**config.mk**
```make
export PLATFORM = sky130hd
export DESIGN_NAME = light_mode_switch_controller
export DESIGN_NICKNAME = d
export VERILOG_FILES = /design/src/hw/rtl/lmsc_pkg.sv /design/src/hw/rtl/lmsc_step.sv /design/src/hw/rtl/light_mode_switch_controller.sv
export SDC_FILE = /design/constraint.sdc
export NUM_CORES = 1
export LEC_CHECK = 0
export ABC_AREA = 1
export BUFFER_PORTS_ARGS = -buffer_cell sky130_fd_sc_hd__clkbuf_2
export CAP_MARGIN = 10
export CORE_ASPECT_RATIO = 1.2
export CORE_UTILIZATION = 61
export DETAILED_ROUTE_END_ITERATION = 16
export PLACE_DENSITY = 0.79
export SYNTH_ARGS = -nofsm -noshare
export SYNTH_HDL_FRONTEND = slang
export SYNTH_SLANG_ARGS = --single-unit
```
**constraint.sdc**
```tcl
create_clock -name clk -period 13 [get_ports clk]
set_input_delay 0.65 -clock clk [delete_from_list [all_inputs] [get_ports clk]]
set_output_delay 0.65 -clock clk [all_outputs]
set_load 0.01 [all_outputs]
```
**src/hw/rtl/lmsc_pkg.sv**
```systemverilog
// Shared types, register codes and reset values for the light mode switch controller.
// Used by lmsc_step and by the top level light_mode_switch_controller.
`timescale 1ns / 1ps
`default_nettype none
package lmsc_pkg;

  localparam int CLOCK_BITS_DEF = 32;
  localparam int LEVEL_W        = 12;
  localparam int TIME_W         = 31;
  localparam int CFG_DATA_W     = 31;
  localparam int CFG_INDEX_W    = 4;
  localparam int LAMP_W         = 7;
  localparam int IN_DATA_W      = 16;
  localparam int OUT_DATA_W     = 16;

  localparam logic [LEVEL_W-1:0] BAND_LOW  = 12'd1400;
  localparam logic [LEVEL_W-1:0] BAND_HIGH = 12'd1600;

  localparam logic [LEVEL_W-1:0] PRESS_UP_RST    = 12'd1800;
  localparam logic [LEVEL_W-1:0] PRESS_DOWN_RST  = 12'd1200;
  localparam logic [TIME_W-1:0]  LONG_HOLD_RST   = 31'd1000000;
  localparam logic [TIME_W-1:0]  SHORT_HOLD_RST  = 31'd50000;
  localparam logic [TIME_W-1:0]  BEACON_ON_RST   = 31'd100000;
  localparam logic [TIME_W-1:0]  BEACON_OFF_RST  = 31'd100000;
  localparam logic [TIME_W-1:0]  BEACON_PAUSE_RST = 31'd200000;
  localparam logic [TIME_W-1:0]  CONFIG_BLINK_RST = 31'd500000;

  localparam int LV_POS   = 0;
  localparam int LV_LOW   = 1;
  localparam int LV_HIGH  = 2;
  localparam int LV_RAMP  = 3;
  localparam int LV_SIDE1 = 4;
  localparam int LV_SIDE2 = 5;
  localparam int LV_REAR  = 6;

  typedef enum logic [CFG_INDEX_W-1:0] {
    REG_PRESS_UP     = 4'd0,
    REG_PRESS_DOWN   = 4'd1,
    REG_LONG_HOLD    = 4'd2,
    REG_SHORT_HOLD   = 4'd3,
    REG_BEACON_ON    = 4'd4,
    REG_BEACON_OFF   = 4'd5,
    REG_BEACON_PAUSE = 4'd6,
    REG_CONFIG_BLINK = 4'd7
  } lmsc_reg_t;

  typedef enum logic [1:0] {
    KIND_TICK   = 2'd0,
    KIND_BEACON = 2'd1,
    KIND_NORMAL = 2'd2,
    KIND_CONFIG = 2'd3
  } lmsc_kind_t;

  typedef enum logic [1:0] {
    PH_NEUTRAL = 2'd0,
    PH_UP      = 2'd1,
    PH_DOWN    = 2'd2,
    PH_WAIT    = 2'd3
  } lmsc_phase_t;

  typedef enum logic [1:0] {
    SD_OFF    = 2'd0,
    SD_FOLLOW = 2'd1,
    SD_BEACON = 2'd2,
    SD_CONFIG = 2'd3
  } lmsc_side_t;

  typedef enum logic [2:0] {
    MODE_OFF      = 3'd0,
    MODE_POSITION = 3'd1,
    MODE_LOW      = 3'd2,
    MODE_HIGH     = 3'd3,
    MODE_RAMP     = 3'd4
  } lmsc_mode_t;

  typedef struct packed {
    logic [LEVEL_W-1:0] press_up_level;
    logic [LEVEL_W-1:0] press_down_level;
    logic [TIME_W-1:0]  long_hold_us;
    logic [TIME_W-1:0]  short_hold_us;
    logic [TIME_W-1:0]  beacon_on_us;
    logic [TIME_W-1:0]  beacon_off_us;
    logic [TIME_W-1:0]  beacon_pause_us;
    logic [TIME_W-1:0]  config_blink_us;
  } lmsc_cfg_t;

  typedef struct packed {
    lmsc_phase_t       phase;
    lmsc_mode_t        mode;
    lmsc_side_t        side;
    logic [2:0]        blink_step;
    logic [LAMP_W-1:0] levels;
  } lmsc_ctl_t;

  typedef struct packed {
    logic              lamps_lit;
    lmsc_mode_t        mode_now;
    logic              fog_off_pulse;
    logic [LAMP_W-1:0] levels;
  } lmsc_result_t;

endpackage
`default_nettype wire

```
**src/hw/rtl/lmsc_step.sv**
```systemverilog
// Next-state and result logic for one request of the light mode switch controller.
// Purely combinational; depends on lmsc_pkg.
`timescale 1ns / 1ps
`default_nettype none
module lmsc_step #(
  parameter int CLOCK_BITS = lmsc_pkg::CLOCK_BITS_DEF
) (
  input  lmsc_pkg::lmsc_cfg_t             cfg,
  input  lmsc_pkg::lmsc_kind_t            kind,
  input  logic [lmsc_pkg::LEVEL_W-1:0]    channel_value,
  input  lmsc_pkg::lmsc_ctl_t             ctl,
  input  logic [CLOCK_BITS-1:0]           now_clock,
  input  logic [CLOCK_BITS-1:0]           side_due_time,
  input  logic [CLOCK_BITS-1:0]           press_start,
  output lmsc_pkg::lmsc_ctl_t             ctl_nxt,
  output logic [CLOCK_BITS-1:0]           now_clock_nxt,
  output logic [CLOCK_BITS-1:0]           side_due_time_nxt,
  output logic [CLOCK_BITS-1:0]           press_start_nxt,
  output lmsc_pkg::lmsc_result_t          result
);
  import lmsc_pkg::*;

  localparam int CMP_W = (CLOCK_BITS > TIME_W) ? CLOCK_BITS : TIME_W;

  function automatic logic later_than(input logic [CLOCK_BITS-1:0] now_v,
                                      input logic [CLOCK_BITS-1:0] mark,
                                      input logic [TIME_W-1:0] limit);
    logic [CLOCK_BITS-1:0] d;
    d = now_v - mark;
    return !d[CLOCK_BITS-1] && (CMP_W'(d) > CMP_W'(limit));
  endfunction

  logic [CLOCK_BITS-1:0] now_tick;
  logic [TIME_W-1:0]     beacon_wait;
  logic                  in_band;
  logic                  fog;
  logic                  lit;

  assign now_tick = now_clock + CLOCK_BITS'(1);
  assign in_band  = (channel_value > BAND_LOW) && (channel_value < BAND_HIGH);

  always_comb begin
    if (!ctl.blink_step[0]) begin
      beacon_wait = cfg.beacon_on_us;
    end else if (!ctl.blink_step[1]) begin
      beacon_wait = cfg.beacon_off_us;
    end else begin
      beacon_wait = cfg.beacon_pause_us;
    end
  end

  always_comb begin
    ctl_nxt           = ctl;
    now_clock_nxt     = now_clock;
    side_due_time_nxt = side_due_time;
    press_start_nxt   = press_start;
    fog               = 1'b0;
    lit               = 1'b0;
    unique case (kind)
      KIND_TICK: begin
        now_clock_nxt = now_tick;
        if (ctl.side == SD_BEACON && later_than(now_tick, side_due_time, '0)) begin
          if (ctl.blink_step[2]) begin
            ctl_nxt.levels[LV_SIDE2] = !ctl.blink_step[0];
          end else begin
            ctl_nxt.levels[LV_SIDE1] = !ctl.blink_step[0];
          end
          side_due_time_nxt  = now_tick + CLOCK_BITS'(beacon_wait);
          ctl_nxt.blink_step = ctl.blink_step + 3'd1;
        end
        if (ctl.side == SD_CONFIG && later_than(now_tick, side_due_time, '0)) begin
          if (ctl.blink_step == 3'd0) begin
            ctl_nxt.levels[LV_SIDE2] = 1'b1;
            ctl_nxt.blink_step       = 3'd1;
          end else begin
            ctl_nxt.levels[LV_SIDE2] = 1'b0;
            ctl_nxt.blink_step       = 3'd0;
          end
          side_due_time_nxt = now_tick + CLOCK_BITS'(cfg.config_blink_us);
        end
        unique case (ctl.phase)
          PH_NEUTRAL: begin
            if (channel_value > cfg.press_up_level) begin
              ctl_nxt.phase   = PH_UP;
              press_start_nxt = now_tick;
            end else if (channel_value < cfg.press_down_level) begin
              ctl_nxt.phase           = PH_DOWN;
              ctl_nxt.levels[LV_RAMP] = 1'b1;
            end
          end
          PH_UP: begin
            if (later_than(now_tick, press_start, cfg.long_hold_us)) begin
              ctl_nxt.phase = PH_WAIT;
              unique case (ctl.mode)
                MODE_POSITION: begin
                  ctl_nxt.mode           = MODE_OFF;
                  fog                    = 1'b1;
                  ctl_nxt.levels[LV_POS] = 1'b0;
                  if (ctl.side == SD_FOLLOW) begin
                    ctl_nxt.levels[LV_SIDE1] = 1'b0;
                    ctl_nxt.levels[LV_SIDE2] = 1'b0;
                    ctl_nxt.side             = SD_OFF;
                  end
                end
                MODE_LOW: begin
                  ctl_nxt.mode            = MODE_POSITION;
                  ctl_nxt.levels[LV_LOW]  = 1'b0;
                  ctl_nxt.levels[LV_REAR] = 1'b0;
                end
                MODE_HIGH: begin
                  ctl_nxt.mode            = MODE_LOW;
                  ctl_nxt.levels[LV_HIGH] = 1'b0;
                  ctl_nxt.levels[LV_RAMP] = 1'b0;
                end
                MODE_RAMP: begin
                  ctl_nxt.mode            = MODE_HIGH;
                  ctl_nxt.levels[LV_RAMP] = 1'b0;
                end
                default: begin
                end
              endcase
            end else if (in_band) begin
              ctl_nxt.phase = PH_NEUTRAL;
              if (later_than(now_tick, press_start, cfg.short_hold_us)) begin
                unique case (ctl.mode)
                  MODE_OFF: begin
                    ctl_nxt.mode           = MODE_POSITION;
                    ctl_nxt.levels[LV_POS] = 1'b1;
                    if (ctl.side != SD_BEACON && ctl.side != SD_CONFIG) begin
                      ctl_nxt.levels[LV_SIDE1] = 1'b1;
                      ctl_nxt.levels[LV_SIDE2] = 1'b1;
                      ctl_nxt.side             = SD_FOLLOW;
                    end
                  end
                  MODE_POSITION: begin
                    ctl_nxt.mode            = MODE_LOW;
                    ctl_nxt.levels[LV_LOW]  = 1'b1;
                    ctl_nxt.levels[LV_REAR] = 1'b1;
                  end
                  MODE_LOW: begin
                    ctl_nxt.mode            = MODE_HIGH;
                    ctl_nxt.levels[LV_HIGH] = 1'b1;
                  end
                  MODE_HIGH: begin
                    ctl_nxt.mode            = MODE_RAMP;
                    ctl_nxt.levels[LV_RAMP] = 1'b1;
                  end
                  default: begin
                  end
                endcase
              end
            end
          end
          PH_DOWN: begin
            if (in_band) begin
              ctl_nxt.phase = PH_NEUTRAL;
              if (ctl.mode != MODE_RAMP) begin
                ctl_nxt.levels[LV_RAMP] = 1'b0;
              end
            end
          end
          default: begin
            if (in_band) begin
              ctl_nxt.phase = PH_NEUTRAL;
            end
          end
        endcase
      end
      KIND_BEACON, KIND_CONFIG: begin
        ctl_nxt.side       = (kind == KIND_BEACON) ? SD_BEACON : SD_CONFIG;
        ctl_nxt.blink_step = 3'd0;
        side_due_time_nxt  = now_clock;
      end
      default: begin
        lit                      = (ctl.mode != MODE_OFF);
        ctl_nxt.side             = lit ? SD_FOLLOW : SD_OFF;
        ctl_nxt.levels[LV_SIDE1] = lit;
        ctl_nxt.levels[LV_SIDE2] = lit;
      end
    endcase
  end

  assign result.levels        = ctl_nxt.levels;
  assign result.fog_off_pulse = fog;
  assign result.mode_now      = ctl_nxt.mode;
  assign result.lamps_lit     = (ctl_nxt.mode != MODE_OFF);

endmodule
`default_nettype wire

```
**src/hw/rtl/light_mode_switch_controller.sv**
```systemverilog
// Top level of the light mode switch controller: configuration registers, state
// registers and a two-entry result buffer. Depends on lmsc_pkg and lmsc_step.
`timescale 1ns / 1ps
`default_nettype none
// Every accepted request, tick or side command, produces exactly one result, and
// one request is taken in every clock cycle while in_tready is high. The request is
// evaluated in one pass of logic against the state registers and the result goes
// into a two-entry output buffer, so in_tready falls only when two results are
// waiting.
module light_mode_switch_controller #(
  parameter int CLOCK_BITS = lmsc_pkg::CLOCK_BITS_DEF
) (
  input  logic                                clk,
  input  logic                                rst_n,
  input  logic                                in_tvalid,
  output logic                                in_tready,
  // Fields from bit 0: channel_value[11:0], zero fill.
  input  logic [lmsc_pkg::IN_DATA_W-1:0]      in_tdata,
  // Fields from bit 0: kind[1:0].
  input  logic [1:0]                          in_tuser,
  output logic                                out_tvalid,
  input  logic                                out_tready,
  // Fields from bit 0: position_lamp, low_beam_lamp, high_beam_lamp, ramp_lamp,
  // side_lamp_one, side_lamp_two, rear_lamp, fog_off_pulse, mode_now[2:0],
  // lamps_lit, zero fill.
  output logic [lmsc_pkg::OUT_DATA_W-1:0]     out_tdata,
  input  logic                                cfg_we,
  input  logic [lmsc_pkg::CFG_INDEX_W-1:0]    cfg_index,
  input  logic [lmsc_pkg::CFG_DATA_W-1:0]     cfg_wdata
);
  import lmsc_pkg::*;

  lmsc_cfg_t             cfg_r;
  lmsc_ctl_t             ctl_r;
  lmsc_ctl_t             ctl_nxt;
  logic [CLOCK_BITS-1:0] now_clock_r;
  logic [CLOCK_BITS-1:0] now_clock_nxt;
  logic [CLOCK_BITS-1:0] side_due_time_r;
  logic [CLOCK_BITS-1:0] side_due_time_nxt;
  logic [CLOCK_BITS-1:0] press_start_r;
  logic [CLOCK_BITS-1:0] press_start_nxt;
  lmsc_result_t          result;
  lmsc_result_t          out_r;
  lmsc_result_t          skid_r;
  logic                  out_valid_r;
  logic                  skid_valid_r;
  logic                  push;
  logic                  pop;

  assign in_tready = !skid_valid_r;
  assign push      = in_tvalid && in_tready;
  assign pop       = out_valid_r && out_tready;

  always_ff @(posedge clk) begin
    if (!rst_n) begin
      cfg_r.press_up_level   <= PRESS_UP_RST;
      cfg_r.press_down_level <= PRESS_DOWN_RST;
      cfg_r.long_hold_us     <= LONG_HOLD_RST;
      cfg_r.short_hold_us    <= SHORT_HOLD_RST;
      cfg_r.beacon_on_us     <= BEACON_ON_RST;
      cfg_r.beacon_off_us    <= BEACON_OFF_RST;
      cfg_r.beacon_pause_us  <= BEACON_PAUSE_RST;
      cfg_r.config_blink_us  <= CONFIG_BLINK_RST;
    end else if (cfg_we) begin
      unique case (cfg_index)
        REG_PRESS_UP:     cfg_r.press_up_level   <= cfg_wdata[LEVEL_W-1:0];
        REG_PRESS_DOWN:   cfg_r.press_down_level <= cfg_wdata[LEVEL_W-1:0];
        REG_LONG_HOLD:    cfg_r.long_hold_us     <= cfg_wdata[TIME_W-1:0];
        REG_SHORT_HOLD:   cfg_r.short_hold_us    <= cfg_wdata[TIME_W-1:0];
        REG_BEACON_ON:    cfg_r.beacon_on_us     <= cfg_wdata[TIME_W-1:0];
        REG_BEACON_OFF:   cfg_r.beacon_off_us    <= cfg_wdata[TIME_W-1:0];
        REG_BEACON_PAUSE: cfg_r.beacon_pause_us  <= cfg_wdata[TIME_W-1:0];
        REG_CONFIG_BLINK: cfg_r.config_blink_us  <= cfg_wdata[TIME_W-1:0];
        default: begin
        end
      endcase
    end
  end

  lmsc_step #(
    .CLOCK_BITS(CLOCK_BITS)
  ) u_step (
    .cfg               (cfg_r),
    .kind              (lmsc_kind_t'(in_tuser)),
    .channel_value     (in_tdata[LEVEL_W-1:0]),
    .ctl               (ctl_r),
    .now_clock         (now_clock_r),
    .side_due_time     (side_due_time_r),
    .press_start       (press_start_r),
    .ctl_nxt           (ctl_nxt),
    .now_clock_nxt     (now_clock_nxt),
    .side_due_time_nxt (side_due_time_nxt),
    .press_start_nxt   (press_start_nxt),
    .result            (result)
  );

  always_ff @(posedge clk) begin
    if (!rst_n) begin
      ctl_r.phase      <= PH_NEUTRAL;
      ctl_r.mode       <= MODE_OFF;
      ctl_r.side       <= SD_OFF;
      ctl_r.blink_step <= 3'd0;
      ctl_r.levels     <= '0;
      now_clock_r      <= '0;
      side_due_time_r  <= '0;
      press_start_r    <= '0;
    end else if (push) begin
      ctl_r           <= ctl_nxt;
      now_clock_r     <= now_clock_nxt;
      side_due_time_r <= side_due_time_nxt;
      press_start_r   <= press_start_nxt;
    end
  end

  always_ff @(posedge clk) begin
    if (!rst_n) begin
      out_valid_r  <= 1'b0;
      skid_valid_r <= 1'b0;
    end else if (pop) begin
      if (skid_valid_r) begin
        skid_valid_r <= push;
      end else begin
        out_valid_r <= push;
      end
    end else if (!out_valid_r) begin
      out_valid_r <= push;
    end else if (push) begin
      skid_valid_r <= 1'b1;
    end
  end

  always_ff @(posedge clk) begin
    if (pop) begin
      if (skid_valid_r) begin
        out_r  <= skid_r;
        skid_r <= result;
      end else begin
        out_r <= result;
      end
    end else if (!out_valid_r) begin
      out_r <= result;
    end else if (push) begin
      skid_r <= result;
    end
  end

  assign out_tvalid = out_valid_r;
  assign out_tdata  = OUT_DATA_W'(out_r);

  a_skid_needs_out: assert property (@(posedge clk) disable iff (!rst_n)
    skid_valid_r |-> out_valid_r)
    else $error("skid entry held without a head entry");

  a_mode_range: assert property (@(posedge clk) disable iff (!rst_n)
    out_tvalid |-> (out_tdata[10:8] <= MODE_RAMP))
    else $error("result mode out of range");

  a_lit_matches_mode: assert property (@(posedge clk) disable iff (!rst_n)
    out_tvalid |-> (out_tdata[11] == (out_tdata[10:8] != MODE_OFF)))
    else $error("lamps_lit disagrees with mode");

  a_fog_only_to_off: assert property (@(posedge clk) disable iff (!rst_n)
    (out_tvalid && out_tdata[7]) |-> (out_tdata[10:8] == MODE_OFF && !out_tdata[0]))
    else $error("fog pulse without a step to off");

endmodule
`default_nettype wire
```
==> impl_metrics.env <==
export IMPL_htree_num_levels=2
export IMPL_rsz0062_at_grt="false"
export IMPL_hold_ws_ns=0.4143
export IMPL_drv_cap=0
export IMPL_crit_required_ns=13.40
export IMPL_maxSlewHeadroom_pct=20.65
export IMPL_route_detailed_drc=0
export IMPL_tightest_slew_ns=1.189
export IMPL_yosysSeqAreaShare_pct=32.40
export IMPL_synth_edf_count=24
export IMPL_synth_flop_cell="dfxtp_1"
export IMPL_cts_setup_buffers=0
export IMPL_critical_path_class="reg2reg"
export IMPL_cts_buffer_depth=3
export IMPL_synth_top_cell_area_share_pct=29.17
export IMPL_numCtsBuffers=38
export IMPL_maxSlewViolCount=0
export IMPL_fin_crit_ns=8.926
export IMPL_fmax_mhz=112.0
export IMPL_cpPeakStageDelay_ns=0.54
export IMPL_ys_types=58
export IMPL_fin_crit_sh_pct=68.66
export IMPL_vias_per_cell=5.675
export IMPL_synthArstFlopShare_pct=0
export IMPL_grt_pass1_wl_mm=100.2
export IMPL_synthCells=3327
export IMPL_cts_hold_buffers_added=0
export IMPL_leakage_nw=11.96
export IMPL_ioPinCount=76
export IMPL_via_count=21690
export IMPL_ctsResizeCount=0
export IMPL_fin_cells=3822
export IMPL_setup_violations_final=0
export IMPL_numPortBuffers=67
export IMPL_finalHoldViolations=0
export IMPL_cts_tree="yes"
export IMPL_final_nets=3568
export IMPL_placed_cells=3754
export IMPL_areaGrowthSynthToFinish_pct=8.286
export IMPL_core_area_mm2=0.03594
export IMPL_skew_ns=0.02706
export IMPL_cellPowerDensity_mw_per_mm2=130.5
export IMPL_ys_ff_latch=349
export IMPL_grt_max_degree=153
export IMPL_synth_top_area_cell="dfxtp_1"
export IMPL_finalPower_w=0.003151
export IMPL_drive_gt1_share_pct=6.142
export IMPL_dr_pass1_iters=6
export IMPL_antenna_diode_count=0
export IMPL_critPathArrivalTime_ns=9.33
export IMPL_synth_avg_cell_area_um2=6.704
export IMPL_peakVddDrop_uv=121.6
export IMPL_grt_usage_pct=33.15
export IMPL_grt_pass1_vias=20427
export IMPL_drtIter0Drc=1678
export IMPL_tns_ns=0
export IMPL_placementRows=76
export IMPL_synth_common_cells="nand2_1 (590), nor2_1 (481), inv_1 (468)"
export IMPL_grt_antenna_before_repair=1
export IMPL_crit_path_max_fanout=66
export IMPL_syn_area_mm2=0.02230
export IMPL_worstSetupStartpointType="register"
export IMPL_status="completed"
export IMPL_dp_hpwl_mm=45.73
export IMPL_drt_total_wl_mm=62.00
export IMPL_clkLatencyLatePin_ns=0.55
export IMPL_yosysWarnings=0
export IMPL_clkSinkCount=349
export IMPL_initial_core_util_pct=62.05
export IMPL_yosysMostFrequentCell="nand2_1"
export IMPL_die_w_um=176.6
export IMPL_synth_area_leaders="dfxtp_1 (29%), ha_1 (10%), nand2_1 (9.9%)"
export IMPL_cts_reportedPaths_clkPinSlew_ns=0.06
export IMPL_crit_path_frequent_cell="nand2_1"
export IMPL_grt_overflow=0
export IMPL_ant_nets=0
export IMPL_die_area_mm2=0.03734
export IMPL_final_util_pct=67.19
export IMPL_hold_path_class="in2reg"
export IMPL_die_h_um=211.5
export IMPL_place_congestion=0.9762
export IMPL_route_detailed_wl_per_inst_um=16.22
export IMPL_cts_root_buf="clkbuf_16"
export IMPL_end_kind="register"
export IMPL_slowest_stage="buf_4"
final cells by class:
type | instances | area, um2
Multi-Input combinational cell | 2375 | 12770
Fill cell | 3193 | 11790
Sequential cell | 349 | 7227
Inverter | 477 | 1790
Clock buffer | 52 | 1075
Tap cell | 468 | 585.6
Timing Repair Buffer | 85 | 476.7
Clock inverter | 16 | 222.7
cells in the final DEF (no fill, tap or decap), types with 7 or more instances in the layout:
cell         n
nand2_1    590
nor2_1     476
inv_1      468
o21ai_0    339
dfxtp_1    325
a21oi_1    297
ha_1       181
nand3_1    120
clkbuf_2    66
xor2_1      53
a31oi_1     40
clkbuf_16   39
o21ai_1     31
nand4_1     30
edfxtp_1    24
nor3_1      23
xnor2_1     21
o211ai_1    21
buf_4       18
o21a_1      15
a211oi_1    13
o22ai_1     12
nand2_2     10
nor2_2       8
or2_2        8
inv_2        8
nand3b_1     8
a21o_1       8
o21bai_1     8
clkbuf_1     8
nor4_1       7
worst paths after layout:
check / startpoint / end / cells past startpoint / slack (ns)
min: cfg_wdata[17] / cfg_r[48]$_SDFFE_PN1P_ / 3 / 0.41
min reg2reg: cfg_r[78]$_SDFFE_PN1P_ / cfg_r[78]$_SDFFE_PN1P_ / 2 / 0.45
max: now_clock_r[0]$_SDFFE_PN0P_ / side_due_time_r[29]$_SDFFE_PN0P_ / 46 / 4.07
max reg2reg: now_clock_r[0]$_SDFFE_PN0P_ / side_due_time_r[29]$_SDFFE_PN0P_ / 46 / 4.07
layer usage:
layer  GRT usage (%)  wire [um]  vias up
li1                -          -    10849
met1           43.36      26550     9951
met2           56.92      29700      755
met3           3.430       4036      133
met4           10.64       1698        2
met5               0         13        -
logic make-up (layout without fill, tap and decap cells):
| logic type | Yosys count | after routing | synth area share, % |
|---|---|---|---|
| and+or+nand+nor | 1305 | 1305 | 24.24 |
| AOI/OAI and AO/OA | 808 | 808 | 19.58 |
| buffers and inverters | 606 | 630 | 10.43 |
| DFF | 349 | 349 | 32.40 |
| adders and majority gates | 184 | 184 | 10.42 |
| xor gates and xnor gates | 74 | 74 | 2.906 |
| other | 1 | 4 | 0.01681 |
per-stage QoR:
step / setup WS (ns) / instance area (um2)
floorplan: 6.514 / 22320
global placement: 4.554 / 22850
detailed placement: 4.397 / 22850
CTS: 4.320 / 24150
global route: 3.326 / 24150
finish: 4.074 / 24150
worst max-delay path, delay by kind of cell (launching register included):
kind	cells	cell delay (ns)
AND/OR/NAND/NOR	30	4.17
AO/OA/AOI/OAI	9	2.05
adder cells (fa/ha/maj)	3	0.94
buffers and inverters	3	0.81
flip-flops	1	0.51
XOR/XNOR	1	0.22
power by group:
group	switching [W]	leakage [nW]	internal [W]
clock network	0.000456	0.635	0.000666
logic	0.000581	8.43	0.000300
registers	0.0000230	2.89	0.00113
flip-flops by register name, indices dropped and copies added (netlist names):
register,count
skid_r,12
skid_valid_r,1
out_tvalid,1
out_tdata,12
press_start_r,32
side_due_time_r,32
ctl_r,17
now_clock_r,32
cfg_r,210
Note: power is estimated with default switching activity, not from simulation.
